`src/design/u8cpd_pkg.sv`:
```
`timescale 1ns / 1ps
// Shared types, constants and decode helpers for the UTF-8 to code point decoder.
// No dependencies; imported by every module of the decoder.
package u8cpd_pkg;

	localparam int ByteW     = 8;
	localparam int CpW       = 21;
	localparam int InTdataW  = 8;
	localparam int OutTdataW = 24;

	typedef logic [ByteW-1:0] byte_t;
	typedef logic [CpW-1:0]   cp_t;

	localparam cp_t CpQmark = cp_t'(63);

	// Lead byte prefixes
	localparam logic [2:0] LeadPfx2 = 3'h6;
	localparam logic [3:0] LeadPfx3 = 4'hE;
	localparam logic [4:0] LeadPfx4 = 5'h1E;

	// Sequence length codes returned by lead_len
	localparam logic [2:0] LenBad   = 3'd0;
	localparam logic [2:0] LenAscii = 3'd1;
	localparam logic [2:0] LenTwo   = 3'd2;
	localparam logic [2:0] LenThree = 3'd3;
	localparam logic [2:0] LenFour  = 3'd4;

	// Control state of the open sequence
	typedef struct packed {
		byte_t      lead;
		logic [1:0] needed;
		logic [1:0] held;
	} dec_ctl_t;

	// Next state plus tail buffer write
	typedef struct packed {
		dec_ctl_t nxt;
		logic     tail_we;
		logic     tail_idx;
	} dec_upd_t;

	// Results of one byte, cp0 delivered first
	typedef struct packed {
		logic [1:0] cnt;
		cp_t        cp2;
		cp_t        cp1;
		cp_t        cp0;
	} dec_res_t;

	function automatic logic [2:0] lead_len(input byte_t b);
		logic [2:0] n;
		if (!b[7]) begin
			n = LenAscii;
		end else if (b[7:5] == LeadPfx2) begin
			n = LenTwo;
		end else if (b[7:4] == LeadPfx3) begin
			n = LenThree;
		end else if (b[7:3] == LeadPfx4) begin
			n = LenFour;
		end else begin
			n = LenBad;
		end
		return n;
	endfunction

	// A byte taken on its own: ASCII passes, anything else is '?'
	function automatic cp_t single_cp(input byte_t b);
		return b[7] ? CpQmark : cp_t'(b);
	endfunction

	function automatic cp_t merge2(input byte_t l, input byte_t c);
		return cp_t'({l[4:0], c[5:0]});
	endfunction

	function automatic cp_t merge3(input byte_t l, input byte_t c1, input byte_t c2);
		return cp_t'({l[3:0], c1[5:0], c2[5:0]});
	endfunction

	function automatic cp_t merge4(input byte_t l, input byte_t c1, input byte_t c2,
		input byte_t c3);
		return cp_t'({l[2:0], c1[5:0], c2[5:0], c3[5:0]});
	endfunction

endpackage

```
`src/design/u8cpd_decode.sv`:
```
`timescale 1ns / 1ps
// Single-pass decode of one byte against the open-sequence state: next state,
// tail buffer write and up to three code points. Depends on u8cpd_pkg.
module u8cpd_decode (
	input  u8cpd_pkg::dec_ctl_t ctl,
	input  u8cpd_pkg::byte_t    tail0,
	input  u8cpd_pkg::byte_t    tail1,
	input  u8cpd_pkg::byte_t    byte_in,
	input  logic                eos,
	output u8cpd_pkg::dec_upd_t upd,
	output u8cpd_pkg::dec_res_t res
);
	import u8cpd_pkg::*;

	logic [2:0] len_b;
	logic [2:0] len_t0;
	logic [2:0] held_inc;
	logic [2:0] needed_w;

	always_comb begin
		len_b    = lead_len(byte_in);
		len_t0   = lead_len(tail0);
		held_inc = {1'b0, ctl.held} + 3'd1;
		needed_w = {1'b0, ctl.needed};

		upd.nxt      = ctl;
		upd.tail_we  = 1'b0;
		upd.tail_idx = ctl.held[0];
		res          = '0;

		if (ctl.needed == 2'd0) begin
			if ((len_b >= LenTwo) && !eos) begin
				// open a sequence
				upd.nxt.lead   = byte_in;
				upd.nxt.needed = 2'(len_b - 3'd1);
				upd.nxt.held   = 2'd0;
			end else begin
				res.cnt = 2'd1;
				res.cp0 = single_cp(byte_in);
			end
		end else if ((held_inc < needed_w) && !eos) begin
			// buffer a following byte
			upd.tail_we  = 1'b1;
			upd.nxt.held = 2'(held_inc);
		end else begin
			upd.nxt = '0;
			if (held_inc >= needed_w) begin
				res.cnt = 2'd1;
				case (ctl.needed)
					2'd1:    res.cp0 = merge2(ctl.lead, byte_in);
					2'd2:    res.cp0 = merge3(ctl.lead, tail0, byte_in);
					default: res.cp0 = merge4(ctl.lead, tail0, tail1, byte_in);
				endcase
			end else begin
				// truncated: lead gives '?', then redecode the buffered tail
				res.cp0 = CpQmark;
				if (ctl.held == 2'd0) begin
					res.cnt = 2'd2;
					res.cp1 = single_cp(byte_in);
				end else if (len_t0 == LenTwo) begin
					res.cnt = 2'd2;
					res.cp1 = merge2(tail0, byte_in);
				end else begin
					res.cnt = 2'd3;
					res.cp1 = single_cp(tail0);
					res.cp2 = single_cp(byte_in);
				end
			end
		end
	end

endmodule

```
`src/design/utf8_to_codepoint_decoder_unit.sv`:
```
`timescale 1ns / 1ps
// Bytes pass the input register, code points the three-entry result register.
// Throughput: one byte per cycle while the result register is free; a string
// that ends inside a sequence gives up to three code points, one per cycle as
// m_tready allows. Reset (arst_n low, asynchronous): input and result registers
// empty, no sequence open. Depends on u8cpd_pkg and u8cpd_decode.
module utf8_to_codepoint_decoder_unit (
	input  logic                               clk,
	input  logic                               arst_n,
	input  logic                               s_tvalid,
	output logic                               s_tready,
	input  logic [u8cpd_pkg::InTdataW-1:0]     s_tdata,  // [7:0] byte_value
	input  logic                               s_tlast,  // end_of_string
	output logic                               m_tvalid,
	input  logic                               m_tready,
	output logic [u8cpd_pkg::OutTdataW-1:0]    m_tdata,  // [20:0] code_point, rest zero
	output logic                               m_tlast   // run_last
);
	import u8cpd_pkg::*;

	logic     valid_s1;
	byte_t    byte_s1;
	logic     eos_s1;

	dec_ctl_t ctl_q;
	byte_t    tail_q [2];

	logic [1:0] ob_cnt_q;
	cp_t        ob_cp_q [3];

	dec_upd_t upd;
	dec_res_t res;
	logic     out_xfer;
	logic     out_free;
	logic     advance;

	u8cpd_decode u_decode (
		.ctl     (ctl_q),
		.tail0   (tail_q[0]),
		.tail1   (tail_q[1]),
		.byte_in (byte_s1),
		.eos     (eos_s1),
		.upd     (upd),
		.res     (res)
	);

	assign out_xfer = m_tvalid && m_tready;
	assign out_free = (ob_cnt_q == 2'd0) || ((ob_cnt_q == 2'd1) && out_xfer);
	assign advance  = valid_s1 && ((res.cnt == 2'd0) || out_free);
	assign s_tready = !valid_s1 || advance;

	assign m_tvalid = (ob_cnt_q != 2'd0);
	assign m_tlast  = (ob_cnt_q == 2'd1);
	assign m_tdata  = OutTdataW'(ob_cp_q[0]);

	// input register
	always_ff @(posedge clk or negedge arst_n) begin
		if (!arst_n) begin
			valid_s1 <= 1'b0;
		end else if (s_tready) begin
			valid_s1 <= s_tvalid;
		end
	end

	always_ff @(posedge clk) begin
		if (s_tready && s_tvalid) begin
			byte_s1 <= s_tdata[ByteW-1:0];
			eos_s1  <= s_tlast;
		end
	end

	// sequence state, updated as each byte leaves the input register
	always_ff @(posedge clk or negedge arst_n) begin
		if (!arst_n) begin
			ctl_q <= '0;
		end else if (advance) begin
			ctl_q <= upd.nxt;
		end
	end

	always_ff @(posedge clk) begin
		if (advance && upd.tail_we) begin
			tail_q[upd.tail_idx] <= byte_s1;
		end
	end

	// result register: load a new run or shift out one transfer
	always_ff @(posedge clk or negedge arst_n) begin
		if (!arst_n) begin
			ob_cnt_q <= 2'd0;
		end else if (advance && (res.cnt != 2'd0)) begin
			ob_cnt_q <= res.cnt;
		end else if (out_xfer) begin
			ob_cnt_q <= ob_cnt_q - 2'd1;
		end
	end

	always_ff @(posedge clk) begin
		if (advance && (res.cnt != 2'd0)) begin
			ob_cp_q[0] <= res.cp0;
			ob_cp_q[1] <= res.cp1;
			ob_cp_q[2] <= res.cp2;
		end else if (out_xfer) begin
			ob_cp_q[0] <= ob_cp_q[1];
			ob_cp_q[1] <= ob_cp_q[2];
		end
	end

endmodule

```
`config.mk`:
```
export PLATFORM = sky130hd
export DESIGN_NAME = utf8_to_codepoint_decoder_unit
export DESIGN_NICKNAME = d
export VERILOG_FILES = /design/src/design/u8cpd_pkg.sv /design/src/design/u8cpd_decode.sv /design/src/design/utf8_to_codepoint_decoder_unit.sv
export SDC_FILE = /design/constraint.sdc
export NUM_CORES = 1
export LEC_CHECK = 0
export ABC_AREA = 0
export BUFFER_PORTS_ARGS = -buffer_cell sky130_fd_sc_hd__buf_2
export CORE_MARGIN = 1.5
export CORE_UTILIZATION = 55
export DETAILED_ROUTE_END_ITERATION = 10
export GPL_TIMING_DRIVEN = 1
export PLACE_DENSITY = 0.79
export RECOVER_POWER = 25
export SETUP_SLACK_MARGIN = 0.2
export SYNTH_ARGS = -nofsm -noshare
export SYNTH_HDL_FRONTEND = slang
export SYNTH_SLANG_ARGS = --single-unit
```
`constraint.sdc`:
```
create_clock -name clk -period 3.25 [get_ports clk]
set_input_delay 0.325 -clock clk [delete_from_list [all_inputs] [get_ports clk]]
set_output_delay 0.325 -clock clk [all_outputs]
set_load 0.02 [all_outputs]
```
---- Word-level counts from Yosys, hierarchy flattened ----
Memories as Yosys holds them, arrays and structs flattened.
Index checks and enable logic that the tools add are counted.
word-level totals
  flip-flop bits (word level) ............. 21
  memory bits (writable) .................. 79
  input port bits ......................... 13
  output and inout port bits .............. 27
  logic and storage cells ................. 94
  memories kept ........................... 2
operators by class
  add/sub/neg operators ................... 3
  order comparisons ....................... 3
  equality and inequality tests ........... 12
  muxes and demuxes ....................... 43
  bitwise gates (word level) .............. 2
  reduce and logical (&&, ||, !) cells .... 22
memories
  memory   words  bits a word  read ports  clocked after memory_dff  wr ports  line                                  text
  ob_cp_q  3      21           3           0                         3         utf8_to_codepoint_decoder_unit.sv:29  cp_t ob_cp_q [3];
  tail_q   2      8            2           0                         1         utf8_to_codepoint_decoder_unit.sv:26  byte_t tail_q [2];
operator list
  operator                                              number
  two-way mux 21 bit                                    8
  two-way mux 42 bit                                    2
  two-way mux 65 bit                                    1
  case mux 21 bit (2 select lines)                      1
  two-way mux 3 bit                                     8
  two-way mux 7 bit                                     3
  two-way mux 9 bit                                     2
  two-way mux 2 bit                                     6
  two-way mux 1 bit                                     11
  two-way mux 11 bit                                    1
  == test 5 bit (second input constant)                 2
  == test 4 bit (second input constant)                 2
  logical AND 1 bit                                     8
  zero test 2 bit                                       4
  == test 3 bit (second input constant)                 2
  nonzero test 2 bit                                    3
  == test 2 x 1 -> 1 bit (second input constant)        2
  subtractor 2 x 1 -> 2 bit (second input constant)     2
  adder 2 x 1 -> 3 bit (second input constant)          1
  == test 3 x 2 -> 1 bit (second input constant)        1
  >= comparator 3 x 2 -> 1 bit                          1
  >= comparator 3 x 2 -> 1 bit (second input constant)  1
  logical OR 1 bit                                      3
  less-than comparator 3 x 2 -> 1 bit                   1
  other kinds (7)                                       9

---- Logic depth before layout (Yosys ltp) ----
Gate-level depths: netlist of run 1.
An unclocked memory read counts as a cell.
  depth after elaboration ................. 19
  depth in mapped cells ................... 8
  mapped depth without buffers ............ 6

---- Cells and area by module ----
Synthesis of run 1 repeated with hierarchy kept, for this count alone.
second synthesis, totals
  cells, all modules ...................... 403
  area, all modules ....................... 5,336.4 um^2
by module, submodules not included
  module                          times used  cells an instance  area an instance (um^2)  sequential area each (um^2)
  utf8_to_codepoint_decoder_unit  1           215                4,070.2                  3,017.9
  u8cpd_decode                    1           188                1,266.2                  0.0

---- Worst setup path after synthesis of run 1 ----
Ideal clock, no wire load.
  path kind ............................... register to register
  from .................................... register ctl_q[0] (netlist name)
  to ...................................... memory ob_cp_q[0][0] (netlist name) (enable)
  library setup time ...................... 0.375 ns
  arrival time ............................ 2.612 ns
  data required time ...................... 2.875 ns
  slack ................................... 0.263 ns
  stages on the path, launching flop included .. 6
  path buffers ............................ 0
  clock period less this slack ............ 2.987 ns
  cells stage by stage .................... dfrtp_1 > fa_1 > nor3b_2 > nor4_2 > nor3_1 > or2_2
RTL lines
  item                    line                                  text
  from (decl)             utf8_to_codepoint_decoder_unit.sv:25  dec_ctl_t ctl_q;
  from (signal assigned)  utf8_to_codepoint_decoder_unit.sv:77  ctl_q <= upd.nxt;
  to (decl)               utf8_to_codepoint_decoder_unit.sv:29

---- Final worst setup path of run 1 ----
  from .................................... register ctl_q[0] (netlist name)
  to ...................................... output port s_tready
between the ends
  cells in the longest elaborated chain, start to end .. 9
  elaborated cells on any way between the ends .. 13
  classes of those cells .................. add/sub (1); order compare (2); mux (4); reduce/logical (6)
ends and longest elaborated chain
  item                                                        line                                    text
  adder 2 x 1 -> 3 bit or zero test 2 bit (tied branches)     u8cpd_decode.sv:23, u8cpd_decode.sv:57
  >= comparator 3 x 2 -> 1 bit, or another cell as far along  u8cpd_decode.sv:47                      if (held_inc >= needed_w) begin
  two-way mux 2 bit or logical AND 1 bit (tied branches)      u8cpd_decode.sv:47, u8cpd_decode.sv:41
  two-way mux 65 bit (*)                                      u8cpd_decode.sv:41                      end else if ((held_inc < needed_w) && !eos) begin
  two-way mux 2 bit (*)                                       u8cpd_decode.sv:31                      if (ctl.needed == 2'd0) begin
  zero test 2 bit (*)                                         utf8_to_codepoint_decoder_unit.sv:49    assign advance = valid_s1 && ((res.cnt == 2'd0) || out_free);
  logical OR 1 bit (*)                                        utf8_to_codepoint_decoder_unit.sv:49
  logical AND 1 bit (*)                                       utf8_to_codepoint_decoder_unit.sv:49
  logical OR 1 bit (*)                                        utf8_to_codepoint_decoder_unit.sv:50    assign s_tready = !valid_s1 || advance;
  to (decl)                                                   utf8_to_codepoint_decoder_unit.sv:11    output logic s_tready,
Mark *: on every way between the ends. The rest lies on a longest branch, timed or not.

==> results of run 1 <==
flip-flops by register name, summed over array words and instances, names as in the netlist:
signal    cells
ob_cp_q      39
tail_q       14
ctl_q         9
byte_s1       8
ob_cnt_q      2
eos_s1        1
valid_s1      1
stage by stage:
step | instances | utilization
after floorplan | 302 | -
after global placement | 391 | 0.579
after detailed placement | 391 | 0.579
after CTS | 408 | 0.604
after global routing | 408 | 0.602
final | 408 | 0.602
cell type report:
cell class              count  area, sq um  area share
inverters                  26         97.6      0.0240
multi-input cells         166         1300       0.320
flip-flops and latches     74         2160       0.531
clock buffers               9          124      0.0304
well taps                  80          100      0.0246
clock inverters             7         36.3     0.00892
repair buffers             46          246      0.0606
power by group:
part	switching [uW]	internal [uW]
Sequential	192	1500
Combinational	1060	666
Clock	341	266
Total	1590	2430
routing by layer:
layer | GRT usage | wire (microns) | part of all wire
met5 | 0 | 0 | 0
met4 | 0.111 | 191 | 0.027
met3 | 0.0390 | 448 | 0.063
met2 | 0.321 | 3450 | 0.48
met1 | 0.264 | 3050 | 0.43
Yosys cell counts (all sizes together), types with 2 or more instances:
library cell   n
a211o          2
a21boi         3
a21oi         12
a221oi         5
a311o          6
a31oi          4
and3           2
buf           32
clkbuf         4
dfrtp         12
edfxtp        62
ha             8
inv           25
mux2          15
mux2i          7
nand2         13
nand2b         2
nand3          8
nand4          5
nor2          18
nor2b          3
nor3           6
nor3b          6
nor4           5
o21ai          6
o221ai         5
o31ai          2
or2            2
path summary, 6_finish.rpt:
| kind | end | slack [ps] | cells past startpoint |
|---|---|---|---|
| setup / recovery | s_tready | 430 | 7 |
| hold / removal | byte_s1[3] | 140 | 1 |
| setup reg to reg | ob_cp_q[0][19] | 450 | 6 |
| hold reg to reg | ctl_q[3] | 540 | 1 |
| max in group asynchronous | ctl_q[5] | 2320 | 2 |
| min in group asynchronous | ob_cnt_q[1] | 500 | 2 |
kinds of logic (layout without fill, tap and decap cells):
logic type | count (synthesis) | in the layout
multiplexers | 22 | 22
AND/OR/NAND/NOR | 76 | 76
buffers and inverters | 62 | 88
AO/OA/AOI/OAI | 55 | 55
XOR/XNOR | 1 | 1
flip-flops | 74 | 74
adder cells (fa/ha/maj) | 9 | 9
other | 1 | 3
timing repair:
item,in CTS,in global routing
setup endpoints to repair,0,0
endpoints found under the hold margin,12,0
hold buffers,1,0
setup buffers,0,0
==> reports/qor.log, run 1 <==
[sta] RSZ-0062 raised after global routing false
[worst_setup_path] launching element type of the critical path flip-flop
[synth] area leader, netlist edfxtp_1
[synth] fraction of the mapped netlist area in adder cells 0.0315
[power_and_ir_drop] reported leakage power 0.00160 uW
[synth] number of standard cells after synthesis 300
[synth] number of distinct standard cells referenced by the synthesized netlist 59
[synth] portion of netlist area occupied by mux cells 0.0735
[routing] # DRC 0
[sta] Post-Route Skew 12.2 ps
[global_route] vias in the first global route 2215
[floorplanning] area inside the core boundary 6760 sq um
[hold_path] Worst Hold Class in2reg
[worst_setup_path] arrival time reported for the critical path endpoint 2500 ps
[global_route] number of antenna violations at the first check in global routing 0
[worst_setup_path] Data required, critical path 2920 ps
[synth] total of warnings raised by yosys 0
[synth] number of synthesized register bits 74
[worst_setup_path] CP bufs+invs 2
[routing] overall routed net length 7140 microns
[clock_network] clock latency reported for the late side of the worst-skew pair 360 ps
[worst_setup_path] Largest delay share family, worst path simple AND/OR/NAND/NOR gates
[finish] # nets final 345
[clock_network] number of clock buffers inserted by TritonCTS 9
[sta] transition time at the pin with the least slew margin 730 ps
[synth] Synth top area share 0.488
[power_and_ir_drop] cell area power density 988 nW/um^2
[sta] minimum clock period 2820 ps
[synth] prevailing post-synth register cell edfxtp_1
[finish] antenna diode count 0
[floorplanning] Die Area 7440 sq um
[global_route] global-route wire length before repair 11000 microns
[finish] most frequent standard cell in the layout excluding fill and tap cells edfxtp_1
[global_route] largest net degree at the start of global routing 33
[power_and_ir_drop] overall power consumption 4020 uW
[clock_network] clock tree from TritonCTS done
[power_and_ir_drop] worst supply voltage drop on vdd 0.556 mV
[floorplanning] overall die width 86.3 microns
[sta] share of the cycle needed by the critical path after routing 0.868
[placement] final weighted congestion in routability-driven placement 0.925
[routing] routed vias/inst 6.00
[placement] Setup Slack @ Placement 468 ps
[worst_setup_path] critical setup path kind reg2out
[floorplanning] height of the chip 86.3 microns
[synth] combinational family with the most area after synthesis compound AO/OA/AOI/OAI gates
[routing] routed vias 2450
[sta] upper clock frequency limit 355 MHz
[clock_network] deepest clock path buffer count 2
[run_status] run status complete, no violations
[sta] number of max-slew violations in the final report 0
[synth] part of the Yosys area used for sequential elements 0.567
[flow_run] max-cap violations 0
[global_route] GRT Resource Usage Total 0.202
[synth] area fraction in compound gates after synthesis 0.116
[finish] top library cells by usage in the layout, fill and taps aside edfxtp_1, buf_2, inv_1
[finish] number of fillers in the final layout 566
[floorplanning] Rows 30
[routing] iteration-0 DRC count of the detailed router 217
[finish] Synth-to-Final Area Change 6.73%
[clock_network] Clk Tree Root Cell clkbuf_8
[synth] ranking of synthesized cells by area edfxtp_1, dfrtp_1, buf_4
[worst_setup_path] critical path endpoint category output pin
[routing] Antenna Nets Post-Route 0
[worst_setup_path] critical path peak fanout 7
[synth] area fraction in and, or, nand and nor cells after synthesis 0.116
[sta] number of hold violations in the final report 0
[clock_network] CTS HTree Levels 3
[sta] setup slack after layout 430 ps
[clock_network] PostCTS Resize Cnt 0
[worst_setup_path] library cell contributing the largest single delay on the critical path fa_1
[synth] xor-xnor portion of the synthesized cell area 0.00230
[clock_network] Reg clk slew, reported paths 70 ps
[global_route] Congestion Overflow GR 0
[clock_network] clock sinks 74
[placement] number of port buffers 36
[routing] wire per inst 17.5 microns
[finish] ratio of cells with drive above 1 in the final layout 0.232
[synth] synthesized area per cell 12.7 sq um
[synth] share of synthesized flip-flops with an asynchronous set or reset 0.162
[sta] Post-Route Hold Slack 138 ps
[sta] Slew Limit Headroom 0.513
[worst_setup_path] RR Startpoint ctl_q[0]
[sta] setup total negative slack 0 ps
[placement] half-perimeter wire length of the detailed placement result 4990 microns
[worst_setup_path] Critical Path Max Stage Delay 570 ps
[worst_setup_path] origin of the worst setup path ctl_q[0]
[placement] area post-placement 3910 sq um
[routing] router iterations before antenna repair 5
[worst_setup_path] cells traversed along the worst timing path fa_1, nor3b_2, nor4_2, buf_4, nor2_1, nand3_1, buf_2
[hold_path] Worst Min Path Start s_tdata[3]
[sta] final setup violation count 0
[synth] number of enable flip-flop cells after synthesis 62
[floorplanning] Starting Density 0.564
[finish] design area 4070 sq um
[synth] mapped cell area 3810 sq um
[floorplanning] top-level I/O count 40
No activity file was read; power rests on OpenSTA's default activity.
==> inputs of run 2 (changes only) <==
- clock period: 3.25 -> 3.4 ns (I/O delays scaled with it)
==> run 2 against run 1 <==
Sequential power shrank 5%. Combinational power shrank 5%. Routed wire length grew 0.60%. Register-to-register slack gained 160 ps. Utilization grew 0.11 points. Setup slack gained 180 ps. Final cell count shrank 0.49%. Critical endpoint is now ob_cp_q[0][18]. Global-route usage grew 0.62 points. Largest power group unchanged.
==> reports/qor.log, run 2 (same netlist as run 1, synthesis figures left out) <==
[worst_setup_path] arrival time reported for the critical path endpoint 2760 ps [+260 ps]
[sta] number of max-slew violations in the final report 0 [unchanged]
[sta] minimum clock period 2790 ps
[worst_setup_path] Largest delay share family, worst path simple AND/OR/NAND/NOR gates
[power_and_ir_drop] reported leakage power 0.00160 uW [+0.37%]
[finish] Top reg by flops ob_cp_q
[run_status] run status complete, no violations
[finish] most frequent standard cell in the layout excluding fill and tap cells edfxtp_1
[worst_setup_path] library cell contributing the largest single delay on the critical path or2_2
[finish] design area 4080 sq um [+0.18%]
[routing] # DRC 0 [unchanged]
[finish] antenna diode count 0 [unchanged]
[sta] RSZ-0062 raised after global routing false
[power_and_ir_drop] worst supply voltage drop on vdd 0.582 mV [+4.7%]
[global_route] global-route wire length before repair 11500 microns [+4.1%]
[floorplanning] area inside the core boundary 6760 sq um [unchanged]
[finish] top library cells by usage in the layout, fill and taps aside edfxtp_1, buf_2, inv_1
[routing] Antenna Nets Post-Route 0 [unchanged]
[worst_setup_path] cells traversed along the worst timing path fa_1, nor3b_2, nor4_2, buf_4, nor3_1, or2_2
[clock_network] clock sinks 74 [unchanged]
[sta] share of the cycle needed by the critical path after routing 0.819
[routing] router iterations before antenna repair 4 [-1]
[sta] final setup violation count 0 [unchanged]
[worst_setup_path] launching element type of the critical path flip-flop
[sta] setup total negative slack 0 ps [unchanged]
[worst_setup_path] Data required, critical path 3380 ps [+460 ps]
[floorplanning] Starting Density 0.564 [unchanged]
[power_and_ir_drop] total internal power 2390 uW [-1.5%]
[sta] Post-Route Skew 6.94 ps [-5.29 ps]
[worst_setup_path] CP bufs+invs 1 [-1]
[routing] iteration-0 DRC count of the detailed router 263 [+21%]
[global_route] largest net degree at the start of global routing 33 [unchanged]
[flow_run] max-cap violations 0 [unchanged]
[power_and_ir_drop] part of the power in registers 0.414 [-0.005]
[clock_network] number of clock buffers inserted by TritonCTS 9 [unchanged]
[placement] cell total after placement 390 [-0.26%]
[worst_setup_path] critical setup path kind reg2reg
[clock_network] clock latency reported for the late side of the worst-skew pair 350 ps [about the same]
[clock_network] Clk Tree Root Cell clkbuf_8
[placement] half-perimeter wire length of the detailed placement result 5110 microns [+2.3%]
[global_route] vias in the first global route 2275 [+2.7%]
[floorplanning] top-level I/O count 40 [unchanged]
[finish] ratio of cells with drive above 1 in the final layout 0.230 [-0.00165]
[routing] routed vias 2414 [-1.5%]
[global_route] Congestion Overflow GR 0 [unchanged]
[floorplanning] height of the chip 86.3 microns [unchanged]
[worst_setup_path] critical path endpoint category flip-flop
[power_and_ir_drop] cell area power density 954 nW/um^2 [-3.5%]
[finish] Synth-to-Final Area Change 6.92%
[clock_network] cts-stage hold buffer count 1 [unchanged]
[placement] final weighted congestion in routability-driven placement 0.902 [-2.6%]
[floorplanning] Rows 30 [unchanged]
[routing] routed vias/inst 5.95 [-0.98%]
[finish] number of fillers in the final layout 532 [-6.0%]
[placement] area post-placement 3900 sq um [-0.19%]
[sta] number of hold violations in the final report 0 [unchanged]
[clock_network] Reg clk slew, reported paths 70 ps [about the same]
[routing] wire per inst 17.7 microns [+1.1%]
[worst_setup_path] Critical Path Max Stage Delay 630 ps [+60 ps]
[clock_network] Post-CTS Setup Bufs 0 [unchanged]
[hold_path] Worst Hold Class in2reg
[finish] biggest registers after layout ob_cp_q x39, tail_q x14, ctl_q x9
[clock_network] clock tree from TritonCTS done
[clock_network] PostCTS Resize Cnt 0 [unchanged]
[power_and_ir_drop] net switching power 1500 uW [-6.2%]
[clock_network] CTS HTree Levels 3 [unchanged]
[sta] transition time at the pin with the least slew margin 818 ps [+87.8 ps]
[clock_network] deepest clock path buffer count 2 [unchanged]
[worst_setup_path] critical path peak fanout 32 [+25]
[floorplanning] Die Area 7440 sq um [unchanged]
[power_and_ir_drop] Sw Ratio 0.385 [-0.0116]
[routing] overall routed net length 7180 microns [+0.60%]
[finish] # nets final 344 [-0.29%]
[global_route] number of antenna violations at the first check in global routing 0 [unchanged]
[sta] upper clock frequency limit 359 MHz
[placement] number of port buffers 36 [unchanged]
[global_route] GRT Resource Usage Total 0.209 [+0.00623]
[finish] number of flip-flops in the largest register 39 [unchanged]
[power_and_ir_drop] logic gate share of total power 0.422 [-0.007]
[floorplanning] overall die width 86.3 microns [unchanged]
[power_and_ir_drop] clock network fraction of total power 0.164 [+0.013]
[sta] Slew Limit Headroom 0.453 [-0.0605]
[finish] final non-filler cell total 406 [-0.49%]
[run 2: cell types whose count changed in the layout (fill, tap and decap cells not counted), sizes merged]
cell      previous run  this run
clkinvlp             1         0
buf                 36        35
clkbuf              18        20
bufinv               0         1
clkinv               7         4
[run 2: worst register-to-register path, cell delays in order (launching register included)]
cell,delay (ps)
dfrtp_1,460
fa_1,570
nor3b_2,270
nor4_2,60
buf_4,180
nor3_1,240
or2_2,630
[run 2: metrics by stage]
| stage | utilization | hold slack, ps | power (uW) | setup WS (ps) |
|---|---|---|---|---|
| after floorplan | - | 44.4 | 2990 | 413 |
| after global placement | 0.578 | 226 | 3210 | 695 |
| after detailed placement | 0.578 | 239 | 3270 | 607 |
| after CTS | 0.605 | 159 | 3900 | 579 |
| after global routing | 0.603 | 153 | 4110 | 396 |
| final | 0.603 | 166 | 3890 | 614 |
[run 2: path summary, 6_finish.rpt]
path	start	end	slack, ps	depth (start not counted)
min	s_tdata[6]	byte_s1[6]	170	1
max reg2reg	ctl_q[0]	ob_cp_q[0][18]	610	6
min reg2reg	ob_cp_q[0][24]	ob_cp_q[0][3]	550	1
max	ctl_q[0]	ob_cp_q[0][18]	610	6
min in group asynchronous	arst_n	ob_cnt_q[0]	540	2
max in group asynchronous	arst_n	ctl_q[4]	2430	2
[run 2: area by class of cell]
cell class	instances	area [sq um]	area share
timing repair buffer	45	239	0.0586
inverter	26	97.6	0.0239
clock buffer	11	131	0.0322
clock inverter	4	43.8	0.0107
sequential	74	2160	0.530
multi-input combinational	166	1300	0.320
tap	80	100	0.0246
[run 2: metal layers]
layer / vias to the layer above / global-route usage / routed length, microns
li1: 1138 / - / -
met1: 1161 / 0.277 / 3070
met2: 92 / 0.329 / 3440
met3: 23 / 0.0495 / 416
met4: 0 / 0.0938 / 258
met5: - / 0 / 0
[run 2: power by group through the flow]
stage / Sequential [uW] / Combinational (uW) / Clock (uW)
finish: 1610 / 1640 / 637
CTS: 1610 / 1660 / 639
global placement: 1610 / 1610 / 0
global route: 1640 / 1790 / 681
floorplan: 1560 / 1430 / 0
detailed placement: 1630 / 1650 / 0
==> inputs of run 3 (changes only) <==
- CORE_UTILIZATION: 55 -> 53
- PLACE_DENSITY: 0.79 -> 0.8
- clock period: 3.4 -> 2.3 ns (I/O delays scaled with it)
==> run 3 against run 2 <==
The flow now finishes with violations (setup timing). Clock skew rose by 8.5 ps. Sequential power up 45%. First-iteration DRC count shrank 19%. Die area up 3.6%. Hold slack lost 120 ps. Setup slack worse by 860 ps. Utilization rose by 9.3 points. Clock power grew 38%. Register-to-register slack got worse by 860 ps. Global-route usage is 4.6 points higher. Maximum frequency up 9.4%. Routed wire length rose by 28%. Largest cell class unchanged.
==> reports/qor.log, run 3 (same netlist as run 1, synthesis figures left out) <==
[finish] number of fillers in the final layout 482 [-9.4%]
[sta] Post-Route Skew 15.5 ps [+8.53 ps]
[worst_setup_path] RR Startpoint ctl_q[0]
[sta] setup slack after layout -246 ps [-860 ps]
[routing] routed vias/inst 5.96 [+0.23%]
[placement] final weighted congestion in routability-driven placement 0.876 [-2.8%]
[global_route] Congestion Overflow GR 0 [unchanged]
[sta] final setup violation count 61 [+61]
[finish] # nets final 392 [+14%]
[clock_network] clock sinks 74 [unchanged]
[floorplanning] top-level I/O count 40 [unchanged]
[routing] # DRC 0 [unchanged]
[finish] design area 4780 sq um [+17%]
[worst_setup_path] CP bufs+invs 1 [unchanged]
[finish] number of flip-flops in the largest register 39 [unchanged]
[sta] share of the cycle needed by the critical path after routing 1.11 [+0.288]
[finish] Top reg by flops ob_cp_q
[run_status] failing checks setup timing
[finish] final non-filler cell total 471 [+16%]
[floorplanning] Die Area 7710 sq um [+3.6%]
[global_route] number of antenna violations at the first check in global routing 0 [unchanged]
[sta] number of max-slew violations in the final report 0 [unchanged]
[sta] number of hold violations in the final report 0 [unchanged]
[worst_setup_path] arrival time reported for the critical path endpoint 2660 ps [-100 ps]
[routing] routed vias 2807 [+16%]
[clock_network] number of clock buffers inserted by TritonCTS 9 [unchanged]
[placement] cell total after placement 431 [+11%]
[placement] area post-placement 4230 sq um [+8.5%]
[placement] number of port buffers 36 [unchanged]
[finish] antenna diode count 0 [unchanged]
[floorplanning] height of the chip 87.8 microns [+1.8%]
[hold_path] Worst Min Path Start s_tdata[4]
[flow_run] max-cap violations 0 [unchanged]
[worst_setup_path] critical setup path kind reg2reg
[global_route] GRT Resource Usage Total 0.254 [+0.0459]
[hold_path] Worst Hold Path Cells 1 [unchanged]
[global_route] global-route wire length before repair 14000 microns [+22%]
[power_and_ir_drop] worst supply voltage drop on vdd 0.752 mV [+29%]
[sta] upper clock frequency limit 393 MHz [+9.4%]
[worst_setup_path] Largest delay share family, worst path simple AND/OR/NAND/NOR gates
[finish] Synth-to-Final Area Change 25.5%
[worst_setup_path] Reg2Reg Setup Slack -250 ps [-860 ps]
[power_and_ir_drop] cell area power density 1420 nW/um^2 [+49%]
[worst_setup_path] critical register-to-register path endpoint ob_cp_q[0][2]
[sta] RSZ-0062 raised after global routing true
[worst_setup_path] reg2reg path depth 6 [unchanged]
[clock_network] clock tree from TritonCTS done
[hold_path] destination of the worst hold path byte_s1[4]
[routing] overall routed net length 9220 microns [+28%]
[clock_network] deepest clock path buffer count 2 [unchanged]
[sta] minimum clock period 2550 ps [-240 ps]
[worst_setup_path] Data required, critical path 2420 ps [-960 ps]
[floorplanning] Rows 30 [unchanged]
[clock_network] Clk Tree Root Cell clkbuf_8
[finish] biggest registers after layout ob_cp_q x39, tail_q x14, ctl_q x9
[sta] transition time at the pin with the least slew margin 742 ps [-76.4 ps]
[placement] half-perimeter wire length of the detailed placement result 5770 microns [+13%]
[finish] top library cells by usage in the layout, fill and taps aside edfxtp_1, buf_2, buf_4
[hold_path] Worst Hold Class in2reg
[floorplanning] Starting Density 0.555 [-0.00925]
[worst_setup_path] Critical Path Max Stage Delay 480 ps [-150 ps]
[global_route] vias in the first global route 2717 [+19%]
[floorplanning] overall die width 87.8 microns [+1.8%]
[worst_setup_path] cells traversed along the worst timing path fa_2, nor3b_4, buf_4, or4_4, a311o_1, mux2_4
[clock_network] CTS HTree Levels 3 [unchanged]
[finish] ratio of cells with drive above 1 in the final layout 0.432 [+0.202]
[sta] Slew Limit Headroom 0.503 [+0.0506]
[sta] Post-Route Hold Slack 49.4 ps [-116 ps]
[floorplanning] area inside the core boundary 6870 sq um [+1.7%]
[routing] wire per inst 19.6 microns [+11%]
[finish] most frequent standard cell in the layout excluding fill and tap cells edfxtp_1
[clock_network] Reg clk slew, reported paths 80 ps [about the same]
[worst_setup_path] critical path endpoint category flip-flop
[worst_setup_path] critical path peak fanout 6 [-81%]
[power_and_ir_drop] reported leakage power 0.00194 uW [+21%]
[run_status] run status finished with violations
[worst_setup_path] library cell contributing the largest single delay on the critical path or4_4
[clock_network] clock latency reported for the late side of the worst-skew pair 360 ps [about the same]
[routing] Antenna Nets Post-Route 0 [unchanged]
[routing] router iterations before antenna repair 5 [+1]
[placement] Setup Slack @ Placement -195 ps [-802 ps]
[worst_setup_path] launching element type of the critical path flip-flop
[global_route] largest net degree at the start of global routing 19 [-42%]
[routing] iteration-0 DRC count of the detailed router 212 [-19%]
## run 3: cell count changes in the layout (fill, tap and decap cells not counted), moves of 3 or more
cell,delta
nor3b_1,-5
nor2_1,-8
nor3b_2,+4
nor2_4,+6
buf_2,+8
nor3_1,-3
clkbuf_1,-9
or2_4,+4
buf_6,+12
nand2_1,-3
buf_4,+26
## run 3: repair_timing
item                                    CTS  global route
endpoints found under the setup margin  103           109
hold buffers                              1             0
hold endpoints to repair                 12             0
setup buffers                            13             5
gates resized for setup                  32            17
pin swaps                                18             7
gates cloned                              5             0
## run 3: per-stage QoR
stage                     setup TNS [ps]  utilization  total power, uW
final                              -4340        0.697             6810
after global routing              -11430        0.697             7150
after CTS                          -2730        0.681             6630
after detailed placement          -10400        0.616             5260
after global placement             -7550        0.616             5150
after floorplan                   -11190            -             4520
## run 3: per-layer routing
metal  share of wire  global-route usage
met5               0                   0
met3           0.072              0.0631
met4           0.036               0.141
met2            0.51               0.429
met1            0.38               0.298
## run 3: cell type report
class | instances | area, sq um | area share
Clock buffer | 10 | 128 | 0.0267
Clock inverter | 6 | 32.5 | 0.00680
Inverter | 26 | 97.6 | 0.0204
Multi-Input combinational cell | 170 | 1550 | 0.325
Sequential cell | 74 | 2160 | 0.452
Tap cell | 96 | 120 | 0.0251
Timing Repair Buffer | 89 | 689 | 0.144
## run 3: power breakdown
| part | internal (uW) | switching [uW] |
|---|---|---|
| clock network | 383 | 496 |
| registers | 2110 | 221 |
| logic | 1620 | 1990 |
## run 3: how the worst max path moves through the flow
| stage | from | endpoint | depth (start not counted) |
|---|---|---|---|
| floorplan | ctl_q[3] | ob_cp_q[0][10] | 7 |
| global placement | ctl_q[3] | ob_cp_q[0][6] | 7 |
| detailed placement | ctl_q[3] | ob_cp_q[0][15] | 7 |
| CTS | ctl_q[0] | ob_cp_q[0][4] | 6 |
| global route | ctl_q[0] | ob_cp_q[0][10] | 8 |
| finish | ctl_q[0] | ob_cp_q[0][2] | 6 |
